[src/lpcd_pkg.sv]
`timescale 1ns / 1ps
// ----------------------------------------------------------------------------
// lpcd_pkg
// Shared types and constants of the LED panel command decoder.
// ----------------------------------------------------------------------------
package lpcd_pkg;

	// command codes in the high nibble of a command byte
	localparam logic [3:0] CMD_STATUS    = 4'd1;
	localparam logic [3:0] CMD_PANEL     = 4'd2;
	localparam logic [3:0] CMD_ROW       = 4'd3;
	localparam logic [3:0] CMD_CHUNK     = 4'd4;
	localparam logic [3:0] CMD_NIB_FIRST = 4'd5;
	localparam logic [3:0] CMD_NIB_LAST  = 4'd12;
	localparam logic [3:0] CMD_WRITE     = 4'd13;

	// four panels, one status reply each
	localparam int NUM_PANELS = 4;
	localparam int BEAT_W     = $clog2(NUM_PANELS);

	// result kinds, coded as on the kind port
	typedef enum logic [1:0] {
		KIND_WRITE   = 2'd0,
		KIND_STATUS  = 2'd1,
		KIND_ILLEGAL = 2'd2
	} kind_t;

	// one queued job from front to back
	typedef struct packed {
		kind_t       kind;
		logic [1:0]  panel;
		logic [3:0]  row;
		logic [3:0]  chunk;
		logic [31:0] data;
	} job_t;

endpackage

[src/lpcd_front.sv]
`timescale 1ns / 1ps
// ----------------------------------------------------------------------------
// lpcd_front
// Accepts command bytes, updates the address and data latches and queues
// one job for each byte that produces results.
// ----------------------------------------------------------------------------
module lpcd_front (
	input  logic               clk,
	input  logic               arst_n,
	input  logic               in_valid,
	output logic               in_stall,
	input  logic [7:0]         cmd_byte,
	input  logic               q_full,
	output logic               push,
	output lpcd_pkg::job_t     push_job
);

	logic [1:0]  panel_q;
	logic [3:0]  row_q;
	logic [3:0]  chunk_q;
	logic [31:0] word_q;
	logic [3:0]  cmd;
	logic [3:0]  opd;
	logic [2:0]  nib_idx;
	logic        accept;

	assign cmd      = cmd_byte[7:4];
	assign opd      = cmd_byte[3:0];
	assign in_stall = q_full;
	assign accept   = in_valid && !q_full;
	assign nib_idx  = 3'(cmd - lpcd_pkg::CMD_NIB_FIRST);

	// latches, all cleared by reset
	always_ff @(posedge clk or negedge arst_n) begin
		if (!arst_n) begin
			panel_q <= '0;
			row_q   <= '0;
			chunk_q <= '0;
			word_q  <= '0;
		end else if (accept) begin
			if (cmd == lpcd_pkg::CMD_PANEL) begin
				panel_q <= opd[1:0];
			end
			if (cmd == lpcd_pkg::CMD_ROW) begin
				row_q <= opd;
			end
			if (cmd == lpcd_pkg::CMD_CHUNK) begin
				chunk_q <= opd;
			end
			if (cmd >= lpcd_pkg::CMD_NIB_FIRST && cmd <= lpcd_pkg::CMD_NIB_LAST) begin
				word_q[{nib_idx, 2'b00} +: 4] <= opd;
			end
		end
	end

	// classify the item into a job for the back end
	always_comb begin
		push_job = '0;
		push     = 1'b0;
		case (cmd)
			lpcd_pkg::CMD_STATUS: begin
				push          = accept;
				push_job.kind = lpcd_pkg::KIND_STATUS;
			end
			lpcd_pkg::CMD_WRITE: begin
				push           = accept;
				push_job.kind  = lpcd_pkg::KIND_WRITE;
				push_job.panel = panel_q;
				push_job.row   = row_q;
				push_job.chunk = chunk_q;
				push_job.data  = word_q;
			end
			lpcd_pkg::CMD_PANEL, lpcd_pkg::CMD_ROW, lpcd_pkg::CMD_CHUNK: begin
				push = 1'b0;
			end
			default: begin
				// nibble loads produce nothing, remaining codes are illegal
				if (cmd < lpcd_pkg::CMD_NIB_FIRST || cmd > lpcd_pkg::CMD_NIB_LAST) begin
					push          = accept;
					push_job.kind = lpcd_pkg::KIND_ILLEGAL;
				end
			end
		endcase
	end

endmodule

[src/lpcd_queue.sv]
`timescale 1ns / 1ps
// ----------------------------------------------------------------------------
// lpcd_queue
// Small job queue between front and back end.
// ----------------------------------------------------------------------------
module lpcd_queue #(
	parameter int DEPTH = 4
) (
	input  logic           clk,
	input  logic           arst_n,
	input  logic           push,
	input  lpcd_pkg::job_t push_job,
	output logic           full,
	input  logic           pop,
	output logic           not_empty,
	output lpcd_pkg::job_t head_job
);

	localparam int PTR_W = (DEPTH > 1) ? $clog2(DEPTH) : 1;
	localparam int CNT_W = $clog2(DEPTH + 1);

	lpcd_pkg::job_t   slot_q [DEPTH];
	logic [PTR_W-1:0] wr_ptr_q;
	logic [PTR_W-1:0] rd_ptr_q;
	logic [CNT_W-1:0] count_q;
	logic             do_push;
	logic             do_pop;

	assign full      = (count_q == CNT_W'(DEPTH));
	assign not_empty = (count_q != '0);
	assign do_push   = push && !full;
	assign do_pop    = pop && not_empty;
	assign head_job  = slot_q[rd_ptr_q];

	// storage
	always_ff @(posedge clk) begin
		if (do_push) begin
			slot_q[wr_ptr_q] <= push_job;
		end
	end

	// pointers and fill count
	always_ff @(posedge clk or negedge arst_n) begin
		if (!arst_n) begin
			wr_ptr_q <= '0;
			rd_ptr_q <= '0;
			count_q  <= '0;
		end else begin
			if (do_push) begin
				wr_ptr_q <= (wr_ptr_q == PTR_W'(DEPTH - 1)) ? '0 : wr_ptr_q + PTR_W'(1);
			end
			if (do_pop) begin
				rd_ptr_q <= (rd_ptr_q == PTR_W'(DEPTH - 1)) ? '0 : rd_ptr_q + PTR_W'(1);
			end
			if (do_push && !do_pop) begin
				count_q <= count_q + CNT_W'(1);
			end else if (do_pop && !do_push) begin
				count_q <= count_q - CNT_W'(1);
			end
		end
	end

endmodule

[src/lpcd_back.sv]
`timescale 1ns / 1ps
// ----------------------------------------------------------------------------
// lpcd_back
// Carries out queued jobs: one result per write or illegal job, four status
// replies per status job, through a registered output stage.
// ----------------------------------------------------------------------------
module lpcd_back (
	input  logic           clk,
	input  logic           arst_n,
	input  logic [15:0]    switches,
	input  logic           q_valid,
	input  lpcd_pkg::job_t head_job,
	output logic           pop,
	output logic           out_valid,
	input  logic           out_stall,
	output logic [1:0]     kind,
	output logic [7:0]     status_byte,
	output logic [1:0]     wr_panel,
	output logic [3:0]     wr_row,
	output logic [3:0]     wr_chunk,
	output logic [31:0]    wr_data,
	output logic           last
);

	logic [lpcd_pkg::BEAT_W-1:0] beat_q;
	logic                        out_valid_q;
	logic [1:0]                  kind_q;
	logic [7:0]                  status_q;
	logic [1:0]                  panel_q;
	logic [3:0]                  row_q;
	logic [3:0]                  chunk_q;
	logic [31:0]                 data_q;
	logic                        last_q;
	logic                        load;
	logic                        is_status;
	logic                        final_beat;
	logic [3:0]                  sw_nib;
	logic [3:0]                  beat_num;

	assign load       = q_valid && (!out_valid_q || !out_stall);
	assign is_status  = (head_job.kind == lpcd_pkg::KIND_STATUS);
	assign final_beat = !is_status ||
		(beat_q == lpcd_pkg::BEAT_W'(lpcd_pkg::NUM_PANELS - 1));
	assign pop        = load && final_beat;
	assign sw_nib     = switches[{beat_q, 2'b00} +: 4];
	assign beat_num   = 4'(beat_q) + 4'd1;

	// status beat counter and output valid
	always_ff @(posedge clk or negedge arst_n) begin
		if (!arst_n) begin
			beat_q      <= '0;
			out_valid_q <= 1'b0;
		end else begin
			if (load) begin
				beat_q <= final_beat ? '0 : beat_q + lpcd_pkg::BEAT_W'(1);
			end
			if (load) begin
				out_valid_q <= 1'b1;
			end else if (!out_stall) begin
				out_valid_q <= 1'b0;
			end
		end
	end

	// output payload
	always_ff @(posedge clk) begin
		if (load) begin
			kind_q   <= head_job.kind;
			status_q <= is_status ? {beat_num, sw_nib} : 8'h00;
			panel_q  <= head_job.panel;
			row_q    <= head_job.row;
			chunk_q  <= head_job.chunk;
			data_q   <= head_job.data;
			last_q   <= final_beat;
		end
	end

	assign out_valid   = out_valid_q;
	assign kind        = kind_q;
	assign status_byte = status_q;
	assign wr_panel    = panel_q;
	assign wr_row      = row_q;
	assign wr_chunk    = chunk_q;
	assign wr_data     = data_q;
	assign last        = last_q;

endmodule

[src/led_panel_command_decoder.sv]
`timescale 1ns / 1ps
// ----------------------------------------------------------------------------
// led_panel_command_decoder
// Board-side decoder for LED panel command bytes: address and data latches,
// frame-memory write results, status replies and illegal-command results.
// ----------------------------------------------------------------------------
//  channel  signals                                      handshake
//  in       in_valid, in_stall, cmd_byte                 valid && !stall
//  out      out_valid, out_stall, kind, status_byte,     valid && !stall
//           wr_panel, wr_row, wr_chunk, wr_data, last
//  cfg      cfg_valid, cfg_ready, cfg_data               valid && ready
//
//  one command byte is taken per cycle while the job queue has room
//  a write or illegal result passes through the job queue, then the output register
//  a status request holds the output stage for four replies, one per panel
//  in_stall rises only when the queue is full; out_stall holds the output
//  register and backs up the queue
//  arst_n clears the latches, the switch register, the queue and out_valid
// ----------------------------------------------------------------------------
module led_panel_command_decoder #(
	parameter int QUEUE_DEPTH = 4
) (
	input  logic        clk,
	input  logic        arst_n,
	input  logic        in_valid,
	output logic        in_stall,
	input  logic [7:0]  cmd_byte,
	output logic        out_valid,
	input  logic        out_stall,
	output logic [1:0]  kind,
	output logic [7:0]  status_byte,
	output logic [1:0]  wr_panel,
	output logic [3:0]  wr_row,
	output logic [3:0]  wr_chunk,
	output logic [31:0] wr_data,
	output logic        last,
	input  logic        cfg_valid,
	output logic        cfg_ready,
	input  logic [15:0] cfg_data
);

	logic [15:0]    switches_q;
	logic           push;
	lpcd_pkg::job_t push_job;
	logic           q_full;
	logic           pop;
	logic           q_valid;
	lpcd_pkg::job_t head_job;

	// panel switch register
	assign cfg_ready = 1'b1;

	always_ff @(posedge clk or negedge arst_n) begin
		if (!arst_n) begin
			switches_q <= '0;
		end else if (cfg_valid && cfg_ready) begin
			switches_q <= cfg_data;
		end
	end

	// front end: accept and classify
	lpcd_front u_front (
		.clk      (clk),
		.arst_n   (arst_n),
		.in_valid (in_valid),
		.in_stall (in_stall),
		.cmd_byte (cmd_byte),
		.q_full   (q_full),
		.push     (push),
		.push_job (push_job)
	);

	// job queue
	lpcd_queue #(
		.DEPTH (QUEUE_DEPTH)
	) u_queue (
		.clk       (clk),
		.arst_n    (arst_n),
		.push      (push),
		.push_job  (push_job),
		.full      (q_full),
		.pop       (pop),
		.not_empty (q_valid),
		.head_job  (head_job)
	);

	// back end: produce results
	lpcd_back u_back (
		.clk         (clk),
		.arst_n      (arst_n),
		.switches    (switches_q),
		.q_valid     (q_valid),
		.head_job    (head_job),
		.pop         (pop),
		.out_valid   (out_valid),
		.out_stall   (out_stall),
		.kind        (kind),
		.status_byte (status_byte),
		.wr_panel    (wr_panel),
		.wr_row      (wr_row),
		.wr_chunk    (wr_chunk),
		.wr_data     (wr_data),
		.last        (last)
	);

endmodule

[config.mk]
export PLATFORM = sky130hd
export DESIGN_NAME = led_panel_command_decoder
export DESIGN_NICKNAME = d
export VERILOG_FILES = /design/src/lpcd_pkg.sv /design/src/lpcd_front.sv /design/src/lpcd_queue.sv /design/src/lpcd_back.sv /design/src/led_panel_command_decoder.sv
export SDC_FILE = /design/constraint.sdc
export NUM_CORES = 1
export LEC_CHECK = 0
export BUFFER_PORTS_ARGS = -buffer_cell sky130_fd_sc_hd__buf_2
export CAP_MARGIN = 10
export CORE_MARGIN = 2
export CORE_UTILIZATION = 55
export DETAILED_ROUTE_END_ITERATION = 16
export GPL_ROUTABILITY_DRIVEN = 0
export PLACE_DENSITY_LB_ADDON = 0.12
export SYNTH_ARGS = -nofsm -noshare
export SYNTH_HDL_FRONTEND = slang
export SYNTH_SLANG_ARGS = --single-unit
[constraint.sdc]
create_clock -name clk -period 9 [get_ports clk]
set_input_delay 1.8 -clock clk [delete_from_list [all_inputs] [get_ports clk]]
set_output_delay 1.8 -clock clk [all_outputs]
set_load 0.005 [all_outputs]
Yosys cells after proc, flatten, opt, wreduce, memory -nomap -nowiden
Memories as Yosys holds them, arrays and structs flattened.
Cells that the tools add are included.
W data, S select, Z words.

word-level totals
  memories = 1
  bits in writable memories = 176
  register bits = 121
  input port bits = 29
  word-level logic and storage cells = 85
  output and inout bits = 56

memories
  name            words  bits a word  rd ports  clocked after Yosys merged registers in  write ports  line              RTL
  u_queue.slot_q  4      44           1         0                                        1            lpcd_queue.sv:22  lpcd_pkg::job_t slot_q [DEPTH];

operators by class
  eq/ne operators = 11
  reduce and logical (&&, ||, !) cells = 26
  mux-type cells = 15
  shift-type cells = 3
  add/subtract/negate cells = 8
  $lt $le $gt $ge = 4

operators by type and width
  cell                      number
  $mux W42                  1
  $bwmux W32                1
  $shift A4 B7 Y32 const A  1
  $shiftx A4 B7 Y32         1
  $shiftx A16 B5 Y4         1
  $eq A4 B2 Y1 const B      2
  $logic_and A1 B1 Y1       8
  $mux W2                   4
  $reduce_and A2 Y1         4
  $neg A5 Y7                1
  $add A2 B1 Y2 const B     3
  $eq A2 B2 Y1 const B      3
  $logic_not A1 Y1          6
  $mux W3                   2
  $mux W1                   5
  $eq A4 B1 Y1 const B      1
  $eq A4 B3 Y1 const B      1
  $eq A4 B4 Y1 const B      1
  $ge A4 B3 Y1 const B      1
  $gt A4 B4 Y1 const B      1
  $le A4 B4 Y1 const B      1
  $lt A4 B3 Y1 const B      1
  $pmux W2 S2               1
  $reduce_or A4 Y1          1
  13 further kinds          15

Longest topological paths before layout
  word-level depth = 10
  mapped depth = 11
  mapped depth without buffers = 11

By module
From an unflattened synthesis, not the netlist that was laid out.

unflattened totals
  cells, all modules = 628
  area total of the unflattened synthesis = 11901.4 um^2

by module, submodules not included
  module                     area an instance (um^2)  seq. area each (um^2)  cells an instance  instances
  lpcd_queue                 6866.6                   5460.2                 267                1
  lpcd_front                 2484.9                   1051.0                 239                1
  lpcd_back                  1889.3                   1636.6                 86                 1
  led_panel_command_decoder  660.6                    400.4                  36                 1

Least setup slack after synthesis
OpenSTA, ideal clock, no wires.

  path type = input port to flip-flop
  start = input port cmd_byte[5]
  end = memory u_queue.slot_q[3][0] (netlist bit), enable pin
  buffers on the path = 0
  library setup time = 0.406 ns
  data arrival time = 3.983 ns
  stages = 5
  path slack = 4.611 ns
  data required time = 8.594 ns
  cell sequence = inv_1 ha_1 or4_4 a31oi_4 and2_1

between the ends
  longest elaborated chain between the ends = 7
  elaborated cells between the ends (all ways) = 15
  those cells by class = order compare (2); eq/ne (5); mux (4); reduce/logical (4)

RTL lines
  item                                                 line                             RTL
  from (decl)                                          led_panel_command_decoder.sv:27  input logic [7:0] cmd_byte,
  $lt A4 B3 Y1 / $gt A4 B4 Y1 (equally long branches)  lpcd_front.sv:78                 if (cmd < lpcd_pkg::CMD_NIB_FIRST || cmd > lpcd_pkg::CMD_NIB_LAST) begin
  $logic_or A1 B1 Y1                                   lpcd_front.sv:78
  $mux W1                                              lpcd_front.sv:78
  $pmux W1 S2 *                                        lpcd_front.sv:60                 case (cmd)
  $logic_and A1 B1 Y1 *                                lpcd_queue.sv:31                 assign do_push = push && !full;
  via u_queue.do_push                                  lpcd_queue.sv:26                 logic do_push;
  $mux W1 *                                            lpcd_queue.sv:37                 if (do_push) begin
  $mux W1 (not written as such) *                      lpcd_queue.sv:38                 slot_q[wr_ptr_q] <= push_job;
  to (decl)                                            lpcd_queue.sv:22

The timed path passes the listed nets; every way through them passes the cells marked *.

Worst setup path in the final report
  start = input port cmd_byte[4]
  end = memory u_queue.slot_q[1][17] (netlist bit), enable pin

The elaborated chain is that of the path after synthesis.

==> metrics.md <==
| Metric | Value |
|---|---|
| Core area | `21000 sq um` |
| Die area | `22500 sq um` |
| Die width | `150 microns` |
| Filler Cell Count | `1490` |
| Io pins | `85` |
| Max Slew Vio Count | `0` |
| Drt total wl | `20800 microns` |
| Status | `finished, final reports clean` |
| Synth Warn # | `0` |
| Setup Total Neg Slack | `0 ps` |
| DR pass1 iterations | `4` |
| Layout Utilization | `0.637` |
| Htree depth | `1` |
| Most common cell in the netlist | `edfxtp_1` |
| Ys flop type | `edfxtp_1` |
| DIE HEIGHT | `150 microns` |
| Starting Density | `0.559` |
| Top cell type by total area after synthesis | `edfxtp_1` |
| Fraction of registers with async set/reset | `0.230` |
| CP startpoint kind | `input port` |
| Leakage | `4.95 nW` |
| Syn nets | `646` |
| DP Area | `12400 sq um` |
| Hold_buf cts | `0` |
| Sequential element share of the synthesized area | `0.730` |
| Area growth from synthesis to layout | `14.0%` |
| CP arrival | `4270 ps` |
| Unrepaired setup endpoints after global routing | `false` |
| Finish-stage setup viols | `0` |
| Final Skew | `9.27 ps` |
| Final Cell Area | `13300 sq um` |
| Post-DP HPWL | `13000 microns` |
| Post-synthesis register bit count | `296` |
| CTS root buf | `clkbuf_16` |
| Initial antenna violation count | `0` |
| Crit path capture type | `flip-flop` |
| Max cap viols | `0` |
| Fmax | `244 MHz` |
| DRT iter0 DRCs | `355` |
| Most area-consuming cells after synthesis | `edfxtp_1 58%, dfrtp_1 15%, mux4_2 9.4%, mux2_2 5.3%, and2_1 3.2%` |
| DP Cell Count | `943` |
| Synth Area per Inst | `19.5 sq um` |
| DR vias/cell | `5.57` |
| Post-CTS setup buffer count | `0` |
| Resized Gates After CTS | `0` |
| HP Class | `flip-flop to flip-flop` |
| DP Worst Slack | `4350 ps` |
| Final-report hold violation count | `0` |
| Multi-input combinational cell area | `2990 sq um` |
| Nets | `744` |
| Tightest Pin Transition | `1100 ps` |
| DR WL/cell | `20.8 microns` |
| Congestion Overflow GR | `0` |
| Power Dens Cells | `284 nW/um^2` |
| Tmin final | `4100 ps` |
| Worst-path clk slew | `60 ps` |
| Max clock buf depth | `3` |
| Post-synth EDFFs | `228` |
| Crit-path max FO | `27` |
| Worst slew margin | `0.259` |
| Clock Sink Count | `296` |
| First-pass GRT wire length | `33000 microns` |
| Antenna cells | `0` |
| Worst setup margin | `4900 ps` |
| Remaining antenna violation count | `0` |
| Crit Path Category | `input port to flip-flop` |
| FF/Latch Area | `8550 sq um` |
| Critical Path RT | `9170 ps` |
| Worst vdd ir | `0.189 mV` |
| # DRC | `0` |
| Syn Inst Count | `601` |
| Mapped Area | `11700 sq um` |
| Vias | `5550` |
| GRT Overall Usage | `0.192` |
| Final Cycle Share | `0.455` |
| Largest net degree at the start of global routing | `69` |
| Netlist cell types | `52` |
| Std-Cell Rows | `53` |
| Cts bufs inserted | `29` |
| Later-pin clock latency in the skew report | `520 ps` |
| Vias in the first global route | `5962` |
| Finished Layout Cells | `996` |
| Share of the synthesized area in the top cell type | `0.585` |
| CTS tree | `done` |
| Most frequent cells after synthesis | `228 x edfxtp_1, 68 x dfrtp_1, 60 x and2_1` |
| Layout cell share with drive strength beyond 1 | `0.363` |
| Port buffer count | `82` |
## power breakdown
part / total, W / internal (W) / leakage (nW) / switching (W)
Combinational: 0.000757 / 0.000375 / 1.51 / 0.000382
Clock: 0.00116 / 0.000700 / 0.453 / 0.000464
Sequential: 0.00187 / 0.00177 / 2.98 / 0.0000915
## cell families (layout without fill, tap and decap cells)
family / Yosys count / after routing / share of synthesized area
flops: 296 / 296 / 0.730
simple gates: 119 / 119 / 0.0657
mux: 112 / 112 / 0.157
buf+inv: 37 / 157 / 0.0145
fa+ha+maj: 16 / 16 / 0.0177
compound gates: 15 / 15 / 0.0113
xor+xnor: 4 / 4 / 0.00299
other cells: 2 / 2 / 0.000642
## final cells by class
cell class | instances | area share
sequential | 296 | 0.641
tap | 275 | 0.0258
clock inverter | 7 | 0.00637
clock buffer | 46 | 0.0637
inverter | 13 | 0.00366
timing repair buffer | 91 | 0.0358
multi-input combinational | 268 | 0.224
## placed cells by master, fill, tap and decap left out, types with 3 or more instances in the layout
cell type / n
edfxtp_1: 228
buf_2: 82
dfrtp_1: 66
and2_1: 56
mux2_2: 55
mux4_2: 49
clkbuf_16: 29
ha_1: 15
inv_1: 12
clkbuf_1: 11
nor2_1: 9
nand2_1: 9
buf_4: 9
nand2b_1: 6
mux2_4: 6
nor2b_1: 6
clkbuf_8: 6
nor3_1: 4
and2_2: 4
nand4_1: 4
xor2_1: 3
nand4b_1: 3
a21oi_1: 3
## critical path: stages
cell	delay, ps
buf_2	210
inv_1	130
ha_1	260
or4_4	520
a31oi_4	300
and2_2	530
buf_4	480
## per-layer routing
layer | part of all wire | vias up | track usage
li1 | - | 2522 | -
met1 | 0.44 | 2854 | 0.275
met2 | 0.50 | 146 | 0.319
met3 | 0.049 | 28 | 0.0299
met4 | 0.017 | 0 | 0.0410
met5 | 0 | - | 0
## path summary, 6_finish.rpt
| check | from | to | slack (ps) | cells past startpoint |
|---|---|---|---|---|
| setup / recovery | cmd_byte[4] | u_queue.slot_q[1][17]$_DFFE_PP_ | 4900 | 7 |
| hold / removal | u_queue.count_q[2]$_DFFE_PN0P_ | u_queue.count_q[2]$_DFFE_PN0P_ | 490 | 1 |
| setup reg to reg | u_queue.rd_ptr_q[0]$_DFFE_PN0P_ | u_queue.count_q[2]$_DFFE_PN0P_ | 5750 | 10 |
| hold reg to reg | u_queue.count_q[2]$_DFFE_PN0P_ | u_queue.count_q[2]$_DFFE_PN0P_ | 490 | 1 |
| max in group asynchronous | arst_n | u_queue.rd_ptr_q[1]$_DFFE_PN0P_ | 6910 | 2 |
| min in group asynchronous | arst_n | u_queue.wr_ptr_q[1]$_DFFE_PN0P_ | 1470 | 2 |
## through the flow
| stage | power (W) | hold WS [ps] |
|---|---|---|
| floorplan | 0.00239 | 455 |
| global placement | 0.00264 | 471 |
| detailed placement | 0.00267 | 470 |
| CTS | 0.00384 | 482 |
| global route | 0.00397 | 513 |
| finish | 0.00379 | 487 |
## sequential cells by signal (all words and copies together), names as in the netlist
| signal | flops |
|---|---|
| switches_q | 16 |
| u_back.beat_q | 2 |
| u_back.kind | 2 |
| u_back.last | 1 |
| u_back.out_valid | 1 |
| u_back.status_byte | 7 |
| u_back.wr_chunk | 4 |
| u_back.wr_data | 32 |
| u_back.wr_panel | 2 |
| u_back.wr_row | 4 |
| u_front.chunk_q | 4 |
| u_front.panel_q | 2 |
| u_front.row_q | 4 |
| u_front.word_q | 32 |
| u_queue.count_q | 3 |
| u_queue.rd_ptr_q | 2 |
| u_queue.slot_q | 176 |
| u_queue.wr_ptr_q | 2 |
Power figures use the tool's default switching activity.
